## src/hw/rtl/rvad_pkg.sv

```systemverilog
// ----------------------------------------------------------------------------
// rvad_pkg
// Shared types, codes and constants of the RMS voice activity detector.
// ----------------------------------------------------------------------------
package rvad_pkg;

  localparam int FRAME_MAX_DEF = 1024;
  localparam int RMS_W         = 24;
  localparam int SQ_W          = 31;
  localparam int CFG_IDX_W     = 3;
  localparam int CFG_DATA_W    = 32;
  localparam int TS_W          = 32;
  localparam int THR_W         = 16;

  localparam logic [1:0] ACT_SAMPLE = 2'd0;
  localparam logic [1:0] ACT_START  = 2'd1;
  localparam logic [1:0] ACT_STOP   = 2'd2;

  localparam logic [1:0] MODE_IDLE    = 2'd0;
  localparam logic [1:0] MODE_LISTEN  = 2'd1;
  localparam logic [1:0] MODE_RECORD  = 2'd2;
  localparam logic [1:0] MODE_SILENCE = 2'd3;

  localparam logic [CFG_IDX_W-1:0] REG_SPEECH_THR  = 3'd0;
  localparam logic [CFG_IDX_W-1:0] REG_SILENCE_THR = 3'd1;
  localparam logic [CFG_IDX_W-1:0] REG_MIN_SPEECH  = 3'd2;
  localparam logic [CFG_IDX_W-1:0] REG_SILENCE_TO  = 3'd3;
  localparam logic [CFG_IDX_W-1:0] REG_MAX_REC     = 3'd4;
  localparam logic [CFG_IDX_W-1:0] REG_LISTEN_TO   = 3'd5;

  localparam logic [THR_W-1:0] SPEECH_THR_RST  = 16'd1000;
  localparam logic [THR_W-1:0] SILENCE_THR_RST = 16'd500;
  localparam logic [TS_W-1:0]  MIN_SPEECH_RST  = 32'd200;
  localparam logic [TS_W-1:0]  SILENCE_TO_RST  = 32'd1500;
  localparam logic [TS_W-1:0]  MAX_REC_RST     = 32'd15000;
  localparam logic [TS_W-1:0]  LISTEN_TO_RST   = 32'd10000;

  typedef struct packed {
    logic [TS_W-1:0] min_speech;
    logic [TS_W-1:0] silence_to;
    logic [TS_W-1:0] max_rec;
    logic [TS_W-1:0] listen_to;
  } sess_cfg_t;

  typedef struct packed {
    logic            start;
    logic            stop;
    logic            eval;
    logic            voice;
    logic            quiet;
    logic [TS_W-1:0] now;
  } sess_ctrl_t;

endpackage

```

## src/hw/rtl/rvad_if.sv

```systemverilog
// ----------------------------------------------------------------------------
// rvad_if
// Channel interfaces: sample/command input, result output, register writes.
// ----------------------------------------------------------------------------
interface rvad_in_if;
  logic                           valid;
  logic                           ready;
  logic [1:0]                     action;
  logic signed [15:0]             sample;
  logic                           last_in_frame;
  logic [rvad_pkg::TS_W-1:0]      now_ms;

  modport source (output valid, action, sample, last_in_frame, now_ms, input ready);
  modport sink   (input valid, action, sample, last_in_frame, now_ms, output ready);
endinterface

interface rvad_out_if;
  logic                           valid;
  logic                           ready;
  logic [1:0]                     vad_state;
  logic [rvad_pkg::RMS_W-1:0]     frame_rms;
  logic [rvad_pkg::RMS_W-1:0]     smoothed_rms;

  modport source (output valid, vad_state, frame_rms, smoothed_rms, input ready);
  modport sink   (input valid, vad_state, frame_rms, smoothed_rms, output ready);
endinterface

interface rvad_cfg_if;
  logic                              valid;
  logic                              ready;
  logic [rvad_pkg::CFG_IDX_W-1:0]    index;
  logic [rvad_pkg::CFG_DATA_W-1:0]   data;

  modport source (output valid, index, data, input ready);
  modport sink   (input valid, index, data, output ready);
endinterface

```

## src/hw/rtl/rvad_sub.sv

```systemverilog
// ----------------------------------------------------------------------------
// rvad_sub
// Shared compare-and-subtract unit for the divide and square-root steps.
// ----------------------------------------------------------------------------
module rvad_sub #(
  parameter int W = 32
) (
  input  logic [W-1:0] a,
  input  logic [W-1:0] b,
  output logic [W-1:0] diff,
  output logic         ge
);

  logic [W:0] wide;

  assign wide = {1'b0, a} - {1'b0, b};
  assign diff = wide[W-1:0];
  assign ge   = ~wide[W];

endmodule

```

## src/hw/rtl/rvad_rms_unit.sv

```systemverilog
// ----------------------------------------------------------------------------
// rvad_rms_unit
// Frame RMS: restoring divide of sum*65536 by count, then a bit-pair integer
// square root, both one step a cycle through the shared subtract unit.
// ----------------------------------------------------------------------------
module rvad_rms_unit #(
  parameter int SUM_W = 41,
  parameter int CNT_W = 11
) (
  input  logic                       clk,
  input  logic                       rst_n,
  input  logic                       start,
  input  logic [SUM_W-1:0]           sum,
  input  logic [CNT_W-1:0]           cnt,
  output logic                       done,
  output logic [rvad_pkg::RMS_W-1:0] rms
);

  localparam int DVD_W  = SUM_W + 16;
  localparam int RT_W   = (DVD_W + 1) / 2;
  localparam int PAIR_W = 2 * RT_W;
  localparam int DREM_W = CNT_W + 1;
  localparam int SREM_W = RT_W + 2;
  localparam int ALU_W  = (DREM_W > SREM_W) ? DREM_W : SREM_W;
  localparam int STEP_W = $clog2(DVD_W);

  localparam logic [1:0] U_IDLE = 2'd0;
  localparam logic [1:0] U_DIV  = 2'd1;
  localparam logic [1:0] U_SQRT = 2'd2;
  localparam logic [1:0] U_DONE = 2'd3;

  logic [1:0]        state_r;
  logic [STEP_W-1:0] step_r;
  logic [DVD_W-1:0]  dvd_r;
  logic [CNT_W-1:0]  drem_r;
  logic [CNT_W-1:0]  dsr_r;
  logic [PAIR_W-1:0] sq_r;
  logic [SREM_W-1:0] srem_r;
  logic [RT_W-1:0]   root_r;
  logic              zero_r;

  logic [DREM_W-1:0] div_a;
  logic [SREM_W-1:0] sq_a;
  logic [SREM_W-1:0] sq_b;
  logic [ALU_W-1:0]  alu_a;
  logic [ALU_W-1:0]  alu_b;
  logic [ALU_W-1:0]  alu_diff;
  logic              alu_ge;

  assign div_a = {drem_r, dvd_r[DVD_W-1]};
  assign sq_a  = {srem_r[RT_W-1:0], sq_r[PAIR_W-1 -: 2]};
  assign sq_b  = {root_r, 2'b01};

  always_comb begin
    if (state_r == U_DIV) begin
      alu_a = ALU_W'(div_a);
      alu_b = ALU_W'(dsr_r);
    end else begin
      alu_a = ALU_W'(sq_a);
      alu_b = ALU_W'(sq_b);
    end
  end

  rvad_sub #(.W(ALU_W)) u_sub (
    .a    (alu_a),
    .b    (alu_b),
    .diff (alu_diff),
    .ge   (alu_ge)
  );

  always_ff @(posedge clk) begin
    if (!rst_n) begin
      state_r <= U_IDLE;
      step_r  <= '0;
    end else begin
      unique case (state_r)
        U_IDLE: begin
          if (start) begin
            state_r <= U_DIV;
            step_r  <= '0;
          end
        end
        U_DIV: begin
          if (step_r == STEP_W'(DVD_W - 1)) begin
            state_r <= U_SQRT;
            step_r  <= '0;
          end else begin
            step_r <= step_r + 1'b1;
          end
        end
        U_SQRT: begin
          if (step_r == STEP_W'(RT_W - 1)) begin
            state_r <= U_DONE;
          end else begin
            step_r <= step_r + 1'b1;
          end
        end
        U_DONE: begin
          state_r <= U_IDLE;
        end
        default: state_r <= U_IDLE;
      endcase
    end
  end

  always_ff @(posedge clk) begin
    unique case (state_r)
      U_IDLE: begin
        if (start) begin
          dvd_r  <= {sum, 16'h0000};
          drem_r <= '0;
          dsr_r  <= cnt;
          zero_r <= (cnt == '0);
        end
      end
      U_DIV: begin
        dvd_r  <= {dvd_r[DVD_W-2:0], alu_ge};
        drem_r <= alu_ge ? alu_diff[CNT_W-1:0] : div_a[CNT_W-1:0];
        if (step_r == STEP_W'(DVD_W - 1)) begin
          sq_r   <= PAIR_W'({dvd_r[DVD_W-2:0], alu_ge});
          srem_r <= '0;
          root_r <= '0;
        end
      end
      U_SQRT: begin
        sq_r   <= {sq_r[PAIR_W-3:0], 2'b00};
        srem_r <= alu_ge ? alu_diff[SREM_W-1:0] : sq_a;
        root_r <= {root_r[RT_W-2:0], alu_ge};
      end
      default: begin
      end
    endcase
  end

  assign done = (state_r == U_DONE);
  assign rms  = zero_r ? '0 : root_r[rvad_pkg::RMS_W-1:0];

endmodule

```

## src/hw/rtl/rvad_session.sv

```systemverilog
// ----------------------------------------------------------------------------
// rvad_session
// Session state: mode, time stamps and onset flag, updated on commands and
// at each evaluated frame end.
// ----------------------------------------------------------------------------
module rvad_session (
  input  logic                  clk,
  input  logic                  rst_n,
  input  rvad_pkg::sess_ctrl_t  ctrl,
  input  rvad_pkg::sess_cfg_t   cfg,
  output logic [1:0]            mode
);

  localparam int TW = rvad_pkg::TS_W;

  logic [1:0]    mode_r,   mode_nxt;
  logic [TW-1:0] listen_r, listen_nxt;
  logic [TW-1:0] onset_r,  onset_nxt;
  logic [TW-1:0] vseen_r,  vseen_nxt;
  logic [TW-1:0] rec_r,    rec_nxt;
  logic          conf_r,   conf_nxt;

  logic [TW-1:0] d_onset;
  logic [TW-1:0] d_listen;
  logic [TW-1:0] d_vseen;
  logic [TW-1:0] d_rec;

  assign d_onset  = ctrl.now - onset_r;
  assign d_listen = ctrl.now - listen_r;
  assign d_rec    = ctrl.now - rec_r;

  always_comb begin
    mode_nxt   = mode_r;
    listen_nxt = listen_r;
    onset_nxt  = onset_r;
    vseen_nxt  = vseen_r;
    rec_nxt    = rec_r;
    conf_nxt   = conf_r;
    d_vseen    = ctrl.now - vseen_r;
    priority if (ctrl.start) begin
      mode_nxt   = rvad_pkg::MODE_LISTEN;
      listen_nxt = ctrl.now;
      onset_nxt  = '0;
      vseen_nxt  = '0;
      rec_nxt    = '0;
      conf_nxt   = 1'b0;
    end else if (ctrl.stop) begin
      mode_nxt = rvad_pkg::MODE_IDLE;
    end else if (ctrl.eval) begin
      if (mode_r == rvad_pkg::MODE_LISTEN) begin
        if (ctrl.voice) begin
          if (onset_r == '0) begin
            onset_nxt = ctrl.now;
          end else if (d_onset >= cfg.min_speech) begin
            mode_nxt  = rvad_pkg::MODE_RECORD;
            rec_nxt   = onset_r;
            vseen_nxt = ctrl.now;
            conf_nxt  = 1'b1;
          end
        end else begin
          onset_nxt = '0;
        end
        if (!conf_nxt && (d_listen > cfg.listen_to)) begin
          mode_nxt = rvad_pkg::MODE_SILENCE;
        end
      end else if (mode_r == rvad_pkg::MODE_RECORD) begin
        if (ctrl.voice) begin
          vseen_nxt = ctrl.now;
        end
        d_vseen = ctrl.now - vseen_nxt;
        if (ctrl.quiet && (vseen_nxt != '0) && (d_vseen >= cfg.silence_to)) begin
          mode_nxt = rvad_pkg::MODE_SILENCE;
        end else if ((rec_r != '0) && (d_rec >= cfg.max_rec)) begin
          mode_nxt = rvad_pkg::MODE_SILENCE;
        end
      end
    end
  end

  always_ff @(posedge clk) begin
    if (!rst_n) begin
      mode_r   <= rvad_pkg::MODE_IDLE;
      listen_r <= '0;
      onset_r  <= '0;
      vseen_r  <= '0;
      rec_r    <= '0;
      conf_r   <= 1'b0;
    end else begin
      mode_r   <= mode_nxt;
      listen_r <= listen_nxt;
      onset_r  <= onset_nxt;
      vseen_r  <= vseen_nxt;
      rec_r    <= rec_nxt;
      conf_r   <= conf_nxt;
    end
  end

  assign mode = mode_r;

endmodule

```

## src/hw/rtl/rms_voice_activity_detector_core.sv

```systemverilog
// ----------------------------------------------------------------------------
// rms_voice_activity_detector_core
// Energy-based voice activity detector: squares and sums samples per frame,
// computes frame and smoothed RMS in Q16.8 and runs the session state.
// ----------------------------------------------------------------------------
// Sample path: a sample that does not end a frame is accepted, then added.
// Start, stop and a frame end while idle (via S_ACC) go to S_EMIT, which
// loads the result once the output register is free. Active frame end:
// (SUM_W+16) divide, (SUM_W+17)/2 root steps, then S_SMOOTH, S_EVAL, S_EMIT.
// One transaction in flight; a waiting result does not block input.
// Reset: synchronous, active low; clears control and session state, loads the
// register defaults.
module rms_voice_activity_detector_core #(
  parameter int FRAME_MAX = rvad_pkg::FRAME_MAX_DEF
) (
  input  logic        clk,
  input  logic        rst_n,
  rvad_in_if.sink     in_ch,
  rvad_out_if.source  out_ch,
  rvad_cfg_if.sink    cfg_ch
);

  localparam int CNT_W = $clog2(FRAME_MAX + 1);
  localparam int SUM_W = rvad_pkg::SQ_W + $clog2(FRAME_MAX);
  localparam int RW    = rvad_pkg::RMS_W;

  localparam logic [2:0] S_IDLE   = 3'd0;
  localparam logic [2:0] S_ACC    = 3'd1;
  localparam logic [2:0] S_KICK   = 3'd2;
  localparam logic [2:0] S_RUN    = 3'd3;
  localparam logic [2:0] S_SMOOTH = 3'd4;
  localparam logic [2:0] S_EVAL   = 3'd5;
  localparam logic [2:0] S_EMIT   = 3'd6;

  logic [2:0]                  state_r;
  logic [rvad_pkg::THR_W-1:0]  speech_thr_r;
  logic [rvad_pkg::THR_W-1:0]  silence_thr_r;
  rvad_pkg::sess_cfg_t         tcfg_r;

  logic [rvad_pkg::SQ_W-1:0]   sq_r;
  logic                        acc_en_r;
  logic                        last_r;
  logic [rvad_pkg::TS_W-1:0]   now_r;
  logic [SUM_W-1:0]            sum_r;
  logic [CNT_W-1:0]            cnt_r;
  logic [RW-1:0]               rms_now_r;
  logic [RW-1:0]               rms_smooth_r;

  logic                        out_valid_r;
  logic [1:0]                  out_state_r;
  logic [RW-1:0]               out_frame_r;
  logic [RW-1:0]               out_smooth_r;

  logic                        in_acc;
  logic                        out_free;
  logic [15:0]                 raw;
  logic [15:0]                 mag;
  logic [RW+1:0]               smooth_sum;
  logic [1:0]                  mode;
  logic                        rms_start;
  logic                        rms_done;
  logic [RW-1:0]               rms_val;
  rvad_pkg::sess_ctrl_t        sctrl;

  assign in_ch.ready  = (state_r == S_IDLE);
  assign in_acc       = in_ch.valid && in_ch.ready;
  assign out_free     = !out_valid_r || out_ch.ready;
  assign cfg_ch.ready = 1'b1;

  assign raw        = $unsigned(in_ch.sample);
  assign mag        = raw[15] ? (~raw + 16'd1) : raw;
  assign smooth_sum = {1'b0, rms_smooth_r, 1'b0} + {2'b00, rms_smooth_r} +
                      {2'b00, rms_now_r};
  assign rms_start  = (state_r == S_KICK);

  always_comb begin
    sctrl.start = in_acc && (in_ch.action == rvad_pkg::ACT_START);
    sctrl.stop  = in_acc && (in_ch.action == rvad_pkg::ACT_STOP);
    sctrl.eval  = (state_r == S_EVAL);
    sctrl.voice = rms_smooth_r >= {speech_thr_r, 8'h00};
    sctrl.quiet = rms_smooth_r <= {silence_thr_r, 8'h00};
    sctrl.now   = (state_r == S_EVAL) ? now_r : in_ch.now_ms;
  end

  rvad_session u_session (
    .clk   (clk),
    .rst_n (rst_n),
    .ctrl  (sctrl),
    .cfg   (tcfg_r),
    .mode  (mode)
  );

  rvad_rms_unit #(.SUM_W(SUM_W), .CNT_W(CNT_W)) u_rms (
    .clk   (clk),
    .rst_n (rst_n),
    .start (rms_start),
    .sum   (sum_r),
    .cnt   (cnt_r),
    .done  (rms_done),
    .rms   (rms_val)
  );

  always_ff @(posedge clk) begin
    if (!rst_n) begin
      speech_thr_r      <= rvad_pkg::SPEECH_THR_RST;
      silence_thr_r     <= rvad_pkg::SILENCE_THR_RST;
      tcfg_r.min_speech <= rvad_pkg::MIN_SPEECH_RST;
      tcfg_r.silence_to <= rvad_pkg::SILENCE_TO_RST;
      tcfg_r.max_rec    <= rvad_pkg::MAX_REC_RST;
      tcfg_r.listen_to  <= rvad_pkg::LISTEN_TO_RST;
    end else if (cfg_ch.valid && cfg_ch.ready) begin
      unique case (cfg_ch.index)
        rvad_pkg::REG_SPEECH_THR:  speech_thr_r      <= cfg_ch.data[rvad_pkg::THR_W-1:0];
        rvad_pkg::REG_SILENCE_THR: silence_thr_r     <= cfg_ch.data[rvad_pkg::THR_W-1:0];
        rvad_pkg::REG_MIN_SPEECH:  tcfg_r.min_speech <= cfg_ch.data;
        rvad_pkg::REG_SILENCE_TO:  tcfg_r.silence_to <= cfg_ch.data;
        rvad_pkg::REG_MAX_REC:     tcfg_r.max_rec    <= cfg_ch.data;
        rvad_pkg::REG_LISTEN_TO:   tcfg_r.listen_to  <= cfg_ch.data;
        default: begin
        end
      endcase
    end
  end

  always_ff @(posedge clk) begin
    if (!rst_n) begin
      state_r      <= S_IDLE;
      sum_r        <= '0;
      cnt_r        <= '0;
      rms_now_r    <= '0;
      rms_smooth_r <= '0;
      acc_en_r     <= 1'b0;
      last_r       <= 1'b0;
    end else begin
      unique case (state_r)
        S_IDLE: begin
          if (in_acc) begin
            unique case (in_ch.action)
              rvad_pkg::ACT_START: begin
                rms_now_r    <= '0;
                rms_smooth_r <= '0;
                sum_r        <= '0;
                cnt_r        <= '0;
                state_r      <= S_EMIT;
              end
              rvad_pkg::ACT_STOP: begin
                sum_r   <= '0;
                cnt_r   <= '0;
                state_r <= S_EMIT;
              end
              rvad_pkg::ACT_SAMPLE: begin
                acc_en_r <= (mode != rvad_pkg::MODE_IDLE) && (cnt_r < CNT_W'(FRAME_MAX));
                last_r   <= in_ch.last_in_frame;
                state_r  <= S_ACC;
              end
              default: begin
              end
            endcase
          end
        end
        S_ACC: begin
          priority if (last_r && (mode == rvad_pkg::MODE_IDLE)) begin
            sum_r   <= '0;
            cnt_r   <= '0;
            state_r <= S_EMIT;
          end else begin
            if (acc_en_r) begin
              sum_r <= sum_r + SUM_W'(sq_r);
              cnt_r <= cnt_r + 1'b1;
            end
            state_r <= last_r ? S_KICK : S_IDLE;
          end
        end
        S_KICK: begin
          sum_r   <= '0;
          cnt_r   <= '0;
          state_r <= S_RUN;
        end
        S_RUN: begin
          if (rms_done) begin
            rms_now_r <= rms_val;
            state_r   <= S_SMOOTH;
          end
        end
        S_SMOOTH: begin
          rms_smooth_r <= smooth_sum[RW+1:2];
          state_r      <= S_EVAL;
        end
        S_EVAL: begin
          state_r <= S_EMIT;
        end
        S_EMIT: begin
          if (out_free) begin
            state_r <= S_IDLE;
          end
        end
        default: state_r <= S_IDLE;
      endcase
    end
  end

  always_ff @(posedge clk) begin
    if (in_acc && (in_ch.action == rvad_pkg::ACT_SAMPLE)) begin
      sq_r  <= rvad_pkg::SQ_W'(mag) * rvad_pkg::SQ_W'(mag);
      now_r <= in_ch.now_ms;
    end
  end

  always_ff @(posedge clk) begin
    if (!rst_n) begin
      out_valid_r <= 1'b0;
    end else if ((state_r == S_EMIT) && out_free) begin
      out_valid_r <= 1'b1;
    end else if (out_ch.ready) begin
      out_valid_r <= 1'b0;
    end
  end

  always_ff @(posedge clk) begin
    if ((state_r == S_EMIT) && out_free) begin
      out_state_r  <= mode;
      out_frame_r  <= rms_now_r;
      out_smooth_r <= rms_smooth_r;
    end
  end

  assign out_ch.valid        = out_valid_r;
  assign out_ch.vad_state    = out_state_r;
  assign out_ch.frame_rms    = out_frame_r;
  assign out_ch.smoothed_rms = out_smooth_r;

  a_done_in_run: assert property (@(posedge clk) disable iff (!rst_n)
    rms_done |-> (state_r == S_RUN))
    else $error("rms unit finished outside of the wait state");

  a_record_by_eval: assert property (@(posedge clk) disable iff (!rst_n)
    ((mode == rvad_pkg::MODE_RECORD) && ($past(mode) != rvad_pkg::MODE_RECORD))
    |-> $past(state_r == S_EVAL))
    else $error("recording entered without a frame evaluation");

  a_frame_cleared: assert property (@(posedge clk) disable iff (!rst_n)
    (state_r == S_KICK) |=> ((sum_r == '0) && (cnt_r == '0)))
    else $error("frame accumulator not cleared after frame end");

  a_emit_loads: assert property (@(posedge clk) disable iff (!rst_n)
    ((state_r == S_EMIT) && out_free) |=> (out_valid_r && (state_r == S_IDLE)))
    else $error("result not loaded into the output register");

endmodule
```

## src/flat_wrapper.sv

```systemverilog
// flat-port wrapper written by rule: the top's interface ports become plain ports
module rms_voice_activity_detector_core_flat 
#(
  parameter int FRAME_MAX = rvad_pkg::FRAME_MAX_DEF
)
  (clk, rst_n, in_ch_valid, in_ch_action, in_ch_sample, in_ch_last_in_frame, in_ch_now_ms, in_ch_ready, out_ch_valid, out_ch_vad_state, out_ch_frame_rms, out_ch_smoothed_rms, out_ch_ready, cfg_ch_valid, cfg_ch_index, cfg_ch_data, cfg_ch_ready);
  rvad_in_if in_ch_i ();
  rvad_out_if out_ch_i ();
  rvad_cfg_if cfg_ch_i ();
  input  logic clk;
  input  logic rst_n;
  input wire logic [$bits(in_ch_i.valid)-1:0] in_ch_valid;
  input wire logic [$bits(in_ch_i.action)-1:0] in_ch_action;
  input wire logic [$bits(in_ch_i.sample)-1:0] in_ch_sample;
  input wire logic [$bits(in_ch_i.last_in_frame)-1:0] in_ch_last_in_frame;
  input wire logic [$bits(in_ch_i.now_ms)-1:0] in_ch_now_ms;
  output wire logic [$bits(in_ch_i.ready)-1:0] in_ch_ready;
  output wire logic [$bits(out_ch_i.valid)-1:0] out_ch_valid;
  output wire logic [$bits(out_ch_i.vad_state)-1:0] out_ch_vad_state;
  output wire logic [$bits(out_ch_i.frame_rms)-1:0] out_ch_frame_rms;
  output wire logic [$bits(out_ch_i.smoothed_rms)-1:0] out_ch_smoothed_rms;
  input wire logic [$bits(out_ch_i.ready)-1:0] out_ch_ready;
  input wire logic [$bits(cfg_ch_i.valid)-1:0] cfg_ch_valid;
  input wire logic [$bits(cfg_ch_i.index)-1:0] cfg_ch_index;
  input wire logic [$bits(cfg_ch_i.data)-1:0] cfg_ch_data;
  output wire logic [$bits(cfg_ch_i.ready)-1:0] cfg_ch_ready;
  assign in_ch_i.valid = in_ch_valid;
  assign in_ch_i.action = in_ch_action;
  assign in_ch_i.sample = in_ch_sample;
  assign in_ch_i.last_in_frame = in_ch_last_in_frame;
  assign in_ch_i.now_ms = in_ch_now_ms;
  assign in_ch_ready = in_ch_i.ready;
  assign out_ch_valid = out_ch_i.valid;
  assign out_ch_vad_state = out_ch_i.vad_state;
  assign out_ch_frame_rms = out_ch_i.frame_rms;
  assign out_ch_smoothed_rms = out_ch_i.smoothed_rms;
  assign out_ch_i.ready = out_ch_ready;
  assign cfg_ch_i.valid = cfg_ch_valid;
  assign cfg_ch_i.index = cfg_ch_index;
  assign cfg_ch_i.data = cfg_ch_data;
  assign cfg_ch_ready = cfg_ch_i.ready;
  rms_voice_activity_detector_core #(.FRAME_MAX(FRAME_MAX)) u_core (.clk(clk), .rst_n(rst_n), .in_ch(in_ch_i), .out_ch(out_ch_i), .cfg_ch(cfg_ch_i));
endmodule
```

## config.mk

```make
export PLATFORM = sky130hd
export DESIGN_NAME = rms_voice_activity_detector_core_flat
export DESIGN_NICKNAME = d
export VERILOG_FILES = /design/src/hw/rtl/rvad_pkg.sv /design/src/hw/rtl/rvad_if.sv /design/src/hw/rtl/rvad_sub.sv /design/src/hw/rtl/rvad_rms_unit.sv /design/src/hw/rtl/rvad_session.sv /design/src/hw/rtl/rms_voice_activity_detector_core.sv /design/src/flat_wrapper.sv
export SDC_FILE = /design/constraint.sdc
export NUM_CORES = 2
export LEC_CHECK = 0
export BUFFER_PORTS_ARGS = -buffer_cell sky130_fd_sc_hd__clkbuf_2
export CAP_MARGIN = 25
export CORE_ASPECT_RATIO = 1.2
export CORE_MARGIN = 5
export CORE_UTILIZATION = 60
export CTS_CLUSTER_DIAMETER = 150
export DETAILED_ROUTE_END_ITERATION = 8
export GPL_ROUTABILITY_DRIVEN = 0
export PLACE_DENSITY_LB_ADDON = 0.08
export SYNTH_ARGS = -nofsm -noshare
export SYNTH_HDL_FRONTEND = slang
export SYNTH_HIERARCHICAL = 1
export SYNTH_SLANG_ARGS = --single-unit
```

## constraint.sdc

```tcl
create_clock -name clk -period 12.8 [get_ports clk]
set_clock_uncertainty 0.2 [all_clocks]
set_input_delay 2.56 -clock clk [delete_from_list [all_inputs] [get_ports clk]]
set_output_delay 2.56 -clock clk [all_outputs]
set_load 0.01 [all_outputs]
```

======== Word level (Yosys, flattened, before mapping) ========
Cells that the tools add are included.
cells by class
  multiplexer cells ....................... 80
  bitwise gates (word level) .............. 5
  reduce and logical (&&, ||, !) cells .... 61
  equal/unequal tests ..................... 41
  $lt $le $gt $ge ......................... 7
  add/subtract/negate cells ............... 11
  $mul .................................... 1
operators with widths
  operator             number
  $mux W32             14
  $mux W41             4
  $sub A32 B32 Y32     4
  $pmux W41 S3         1
  $pmux W29 S2         2
  $pmux W58 S2         1
  $pmux W57 S2         1
  $ge A32 B32 Y1       3
  $mux W24             4
  $pmux W24 S2         2
  $mux W29             3
  $mux W11             6
  $reduce_bool A32 Y1  2
  $mux W31             2
  $mux W58             1
  $mux W57             1
  $add A41 B31 Y41     1
  $pmux W11 S3         1
  $gt A32 B32 Y1       1
  $logic_not A32 Y1    1
  $sub A31 B31 Y32     1
  $mul A16 B16 Y31     1
  $add A25 B24 Y26     1
  $add A26 B24 Y26     1
  other kinds (48)     147
storage, ports and cells
  word-level logic and storage cells ...... 241
  flip-flop bits (word level) ............. 714
  input bits .............................. 91
  output and inout port bits .............. 53

======== Depth between registers and ports, before layout ========
  depth in word-level cells ............... 18
  depth in mapped cells ................... 36
  gate-level depth less buffers ........... 34

======== Hierarchy ========
The synthesis kept the hierarchy.
modules (own cells, without submodules)
  module                            instances  cells each  seq. area each (µm²)  area each (µm²)
  rms_voice_activity_detector_core  1          2696        8688.3                24255.8
  rvad_session                      1          1882        2622.5                14535.2
  rvad_rms_unit                     1          619         6045.8                9203.8
  rvad_sub                          1          295         0.0                   1930.6

======== Worst setup path before layout ========
No wires, ideal clock.
  kind .................................... input-to-reg
  from .................................... input in_ch_sample[0]
  to ...................................... register u_core/sq_r[27] in the netlist's numbering, data pin
  path buffers ............................ 1
  library setup time ...................... 258 ps
  slack ................................... 2868 ps
  stages .................................. 28
  data required time ...................... 12342 ps
  arrival ................................. 9474 ps
  cell sequence ........................... inv_1 > clkbuf_1 > ha_1 > a21boi_0 > a21oi_1 > nand2_1 > xnor2_1 > clkinv_1 > nand2_1 > fa_1 > inv_1 > fa_1 > fa_1 > fa_1 > fa_1 > inv_1 > fa_1 > inv_1 > ha_1 > a21o_1 > a21oi_1 > o21ai_0 > and2_1 > a2111oi_0 > nor2_1 > a211o_1 > a21oi_1 > xnor2_1
on the way
  longest elaborated chain between the ends .. 4
ends and longest elaborated chain
  item                  line                                     text
  from (decl)           flat_wrapper.sv:14                       input wire logic [$bits(in_ch_i.sample)-1:0] in_ch_sample;
  $not A16 Y16          rms_voice_activity_detector_core.sv:71   assign mag = raw[15] ? (~raw + 16'd1) : raw;
  $add A16 B1 Y16       rms_voice_activity_detector_core.sv:71
  $mux W16 *            rms_voice_activity_detector_core.sv:71
  $mul A16 B16 Y31 *    rms_voice_activity_detector_core.sv:204  sq_r <= rvad_pkg::SQ_W'(mag) * rvad_pkg::SQ_W'(mag);
  to (signal assigned)  rms_voice_activity_detector_core.sv:204
  to (decl)             rms_voice_activity_detector_core.sv:40   logic [rvad_pkg::SQ_W-1:0] sq_r;
Every way passes the cells marked *; elsewhere a longest branch is shown, timed or not.
A chain may end at the register's enable or synchronous reset.

======== Worst setup path after layout ========
Same ends and word-level chain as after synthesis.

==> flow_metrics.env <==
export IMPL_rr_startpoint="u_core/state_r[1]"
export IMPL_timing_final_crit_share=0.824
export IMPL_pin_count=144
export IMPL_cp_max_fo=16
export IMPL_drive_gt1_frac=0.0931
export IMPL_route_detailed_drc=0
export IMPL_path_class="primary input to flop"
export IMPL_worst_ep_required_time_ns=12.96
export IMPL_dr_pass1_iters=8
export IMPL_cts_tree="yes"
export IMPL_power_density_nw_per_um2=247
export IMPL_clock_fmax_mhz=94.8
export IMPL_reg2reg_depth=34
export IMPL_clock_sinks=713
export IMPL_cts_buffer_depth=3
export IMPL_layout_common_cells="nand2_1, inv_1, a21oi_1"
export IMPL_area_growth_pct=9.25
export IMPL_grt_pass1_wl_mm=202
export IMPL_routedWlPerCell_um=18.7
export IMPL_clk_pin_slew_ns=0.06
export IMPL_reg2reg_to="u_core/u_session/vseen_r[1]"
export IMPL_period_needed_ns=10.55
export IMPL_reg2reg_setup_slack_ns=4.31
export IMPL_whs_ns=0.254
export IMPL_root_buffer="clkbuf_16"
export IMPL_slew_limit_headroom=0.316
export IMPL_num_vias=39000
export IMPL_syn_inst=5472
export IMPL_leakage_uw=0.0226
export IMPL_rsz0062_at_grt="no"
export IMPL_vdd_ir_drop_max_mv=0.476
export IMPL_holdPathEnd="u_core/tcfg_r[107]"
export IMPL_insertion_delay_ns=0.63
export IMPL_worst_setup_path_end_kind="flop"
export IMPL_start_util=0.606
export IMPL_cts_buffers_inserted=77
export IMPL_report_final_slew_viol_count=0
export IMPL_fp_coreArea_um2=82200
export IMPL_status="finished, final reports clean"
export IMPL_hold_buffers=0
export IMPL_rows=115
export IMPL_grt_use_total=0.279
export IMPL_worstSetupStartpointType="primary input"
export IMPL_finalSetupTns_ns=0
export IMPL_die_h_um=326
export IMPL_setup_viol=0
export IMPL_hold_start="u_core/tcfg_r[107]"
export IMPL_htree_levels=3
export IMPL_final_common_cell="nand2_1"
export IMPL_grt_max_degree=76
export IMPL_hp_class="flop to flop"
export IMPL_arrival_ns=10.71
export IMPL_antenna_found_initial=14
export IMPL_dp_hpwl_mm=94.3
export IMPL_max_cap_viol_count=0
export IMPL_die_w_um=273
export IMPL_post_cts_resize_count=0
export IMPL_hold_viol_final=0
export IMPL_synth_area_per_cell_um2=9.10
export IMPL_worst_pin_slew_ns=1.02
export IMPL_dr_first_iter_drc_count=2870
export IMPL_grt_overflow_total=0
export IMPL_postCtsSetupBuffers=0
export IMPL_synth_area_um2=49800
export IMPL_routed_wl_mm=126
export IMPL_nNetsFinal=6326
export IMPL_die_area_um2=88900
export IMPL_antenna_left=0
export IMPL_port_buffers=142
export IMPL_final_util=0.662
export IMPL_via_per_inst=5.78
export IMPL_grt_pass1_vias=38300
export IMPL_synth_warnings=6
export IMPL_whs_path_depth=2
-- final cells by class --
type,instances,area (µm²)
inverter,583,2190
sequential,713,17400
timing repair buffer,199,1200
multi-input combinational,3992,29600
tap,1111,1390
clock buffer,89,2030
fill,6927,27800
antenna,9,22.5
clock inverter,52,607
-- sequential cells by signal (all words and copies together) (netlist names), 6 cells and up --
register	count
u_core/out_ch.smoothed_rms	24
u_core/u_rms/step_r	6
u_core/rms_smooth_r	24
u_core/u_rms/srem_r	29
u_core/u_session/vseen_r	32
u_core/u_session/listen_r	32
u_core/u_rms/root_r	29
u_core/u_rms/dsr_r	11
u_core/tcfg_r	128
u_core/sq_r	30
u_core/sum_r	41
u_core/speech_thr_r	16
u_core/out_ch.frame_rms	24
u_core/u_rms/sq_r	58
u_core/u_session/rec_r	32
u_core/u_rms/dvd_r	57
u_core/rms_now_r	24
u_core/cnt_r	11
u_core/silence_thr_r	16
u_core/u_rms/drem_r	11
u_core/now_r	32
u_core/u_session/onset_r	32
-- routing by layer --
| layer | vias to the layer above | track usage | part of all wire |
|---|---|---|---|
| met2 | 1012 | 0.488 | 0.49 |
| li1 | 19000 | - | - |
| met5 | - | 0 | 0.00015 |
| met4 | 2 | 0.102 | 0.039 |
| met3 | 263 | 0.0325 | 0.045 |
| met1 | 18700 | 0.358 | 0.42 |
-- critical path, stage by stage --
cell	delay, ns
clkbuf_2	0.21
inv_1	0.50
ha_1	0.29
a21boi_0	0.16
a21oi_1	0.31
nand2_1	0.11
xnor2_1	0.49
clkinv_1	0.50
nand2_1	0.23
fa_1	0.46
inv_1	0.09
fa_1	0.44
fa_1	0.52
fa_1	0.52
fa_1	0.54
inv_1	0.05
fa_1	0.52
inv_1	0.04
ha_1	0.36
a21o_1	0.20
a21oi_1	0.17
o21ai_0	0.08
and2_1	0.18
a2111oi_0	0.41
nor2_1	0.18
a211o_1	0.29
a21oi_1	0.19
xnor2_1	0.08
-- report_power, final --
part           total [µW]  internal [µW]  switching, µW  leakage, µW
combinational        7830           3270           4560       0.0152
sequential           3270           3100            179      0.00615
clock                2340           1370            962      0.00128
total               13400           7740           5700       0.0226
-- stage by stage --
stage / setup WS [ns] / std cells / area, µm² / total power, µW
detailed placement: 1.74 / 6594 / 51700 / 11100
floorplan: 2.87 / 5482 / 49800 / 9280
global route: 1.64 / 6746 / 54400 / 14600
finish: 2.25 / 6748 / 54400 / 13400
global placement: 1.97 / 6590 / 51600 / 10900
CTS: 2.37 / 6735 / 54300 / 13500
-- how the worst max path moves through the flow --
stage	startpoint	endpoint	slack (ns)	depth (start not counted)
2_1_floorplan	in_ch_sample[0]	u_core/sq_r[27]	2.87	28
3_3_place_gp	in_ch_sample[0]	u_core/sq_r[27]	1.97	28
3_5_place_dp	in_ch_sample[0]	u_core/sq_r[27]	1.74	28
4_1_cts	in_ch_sample[0]	u_core/sq_r[27]	2.37	28
5_1_grt	in_ch_sample[0]	u_core/sq_r[29]	1.64	28
6_report	in_ch_sample[0]	u_core/sq_r[27]	2.25	28
Note: power is estimated with default switching activity, not from simulation.
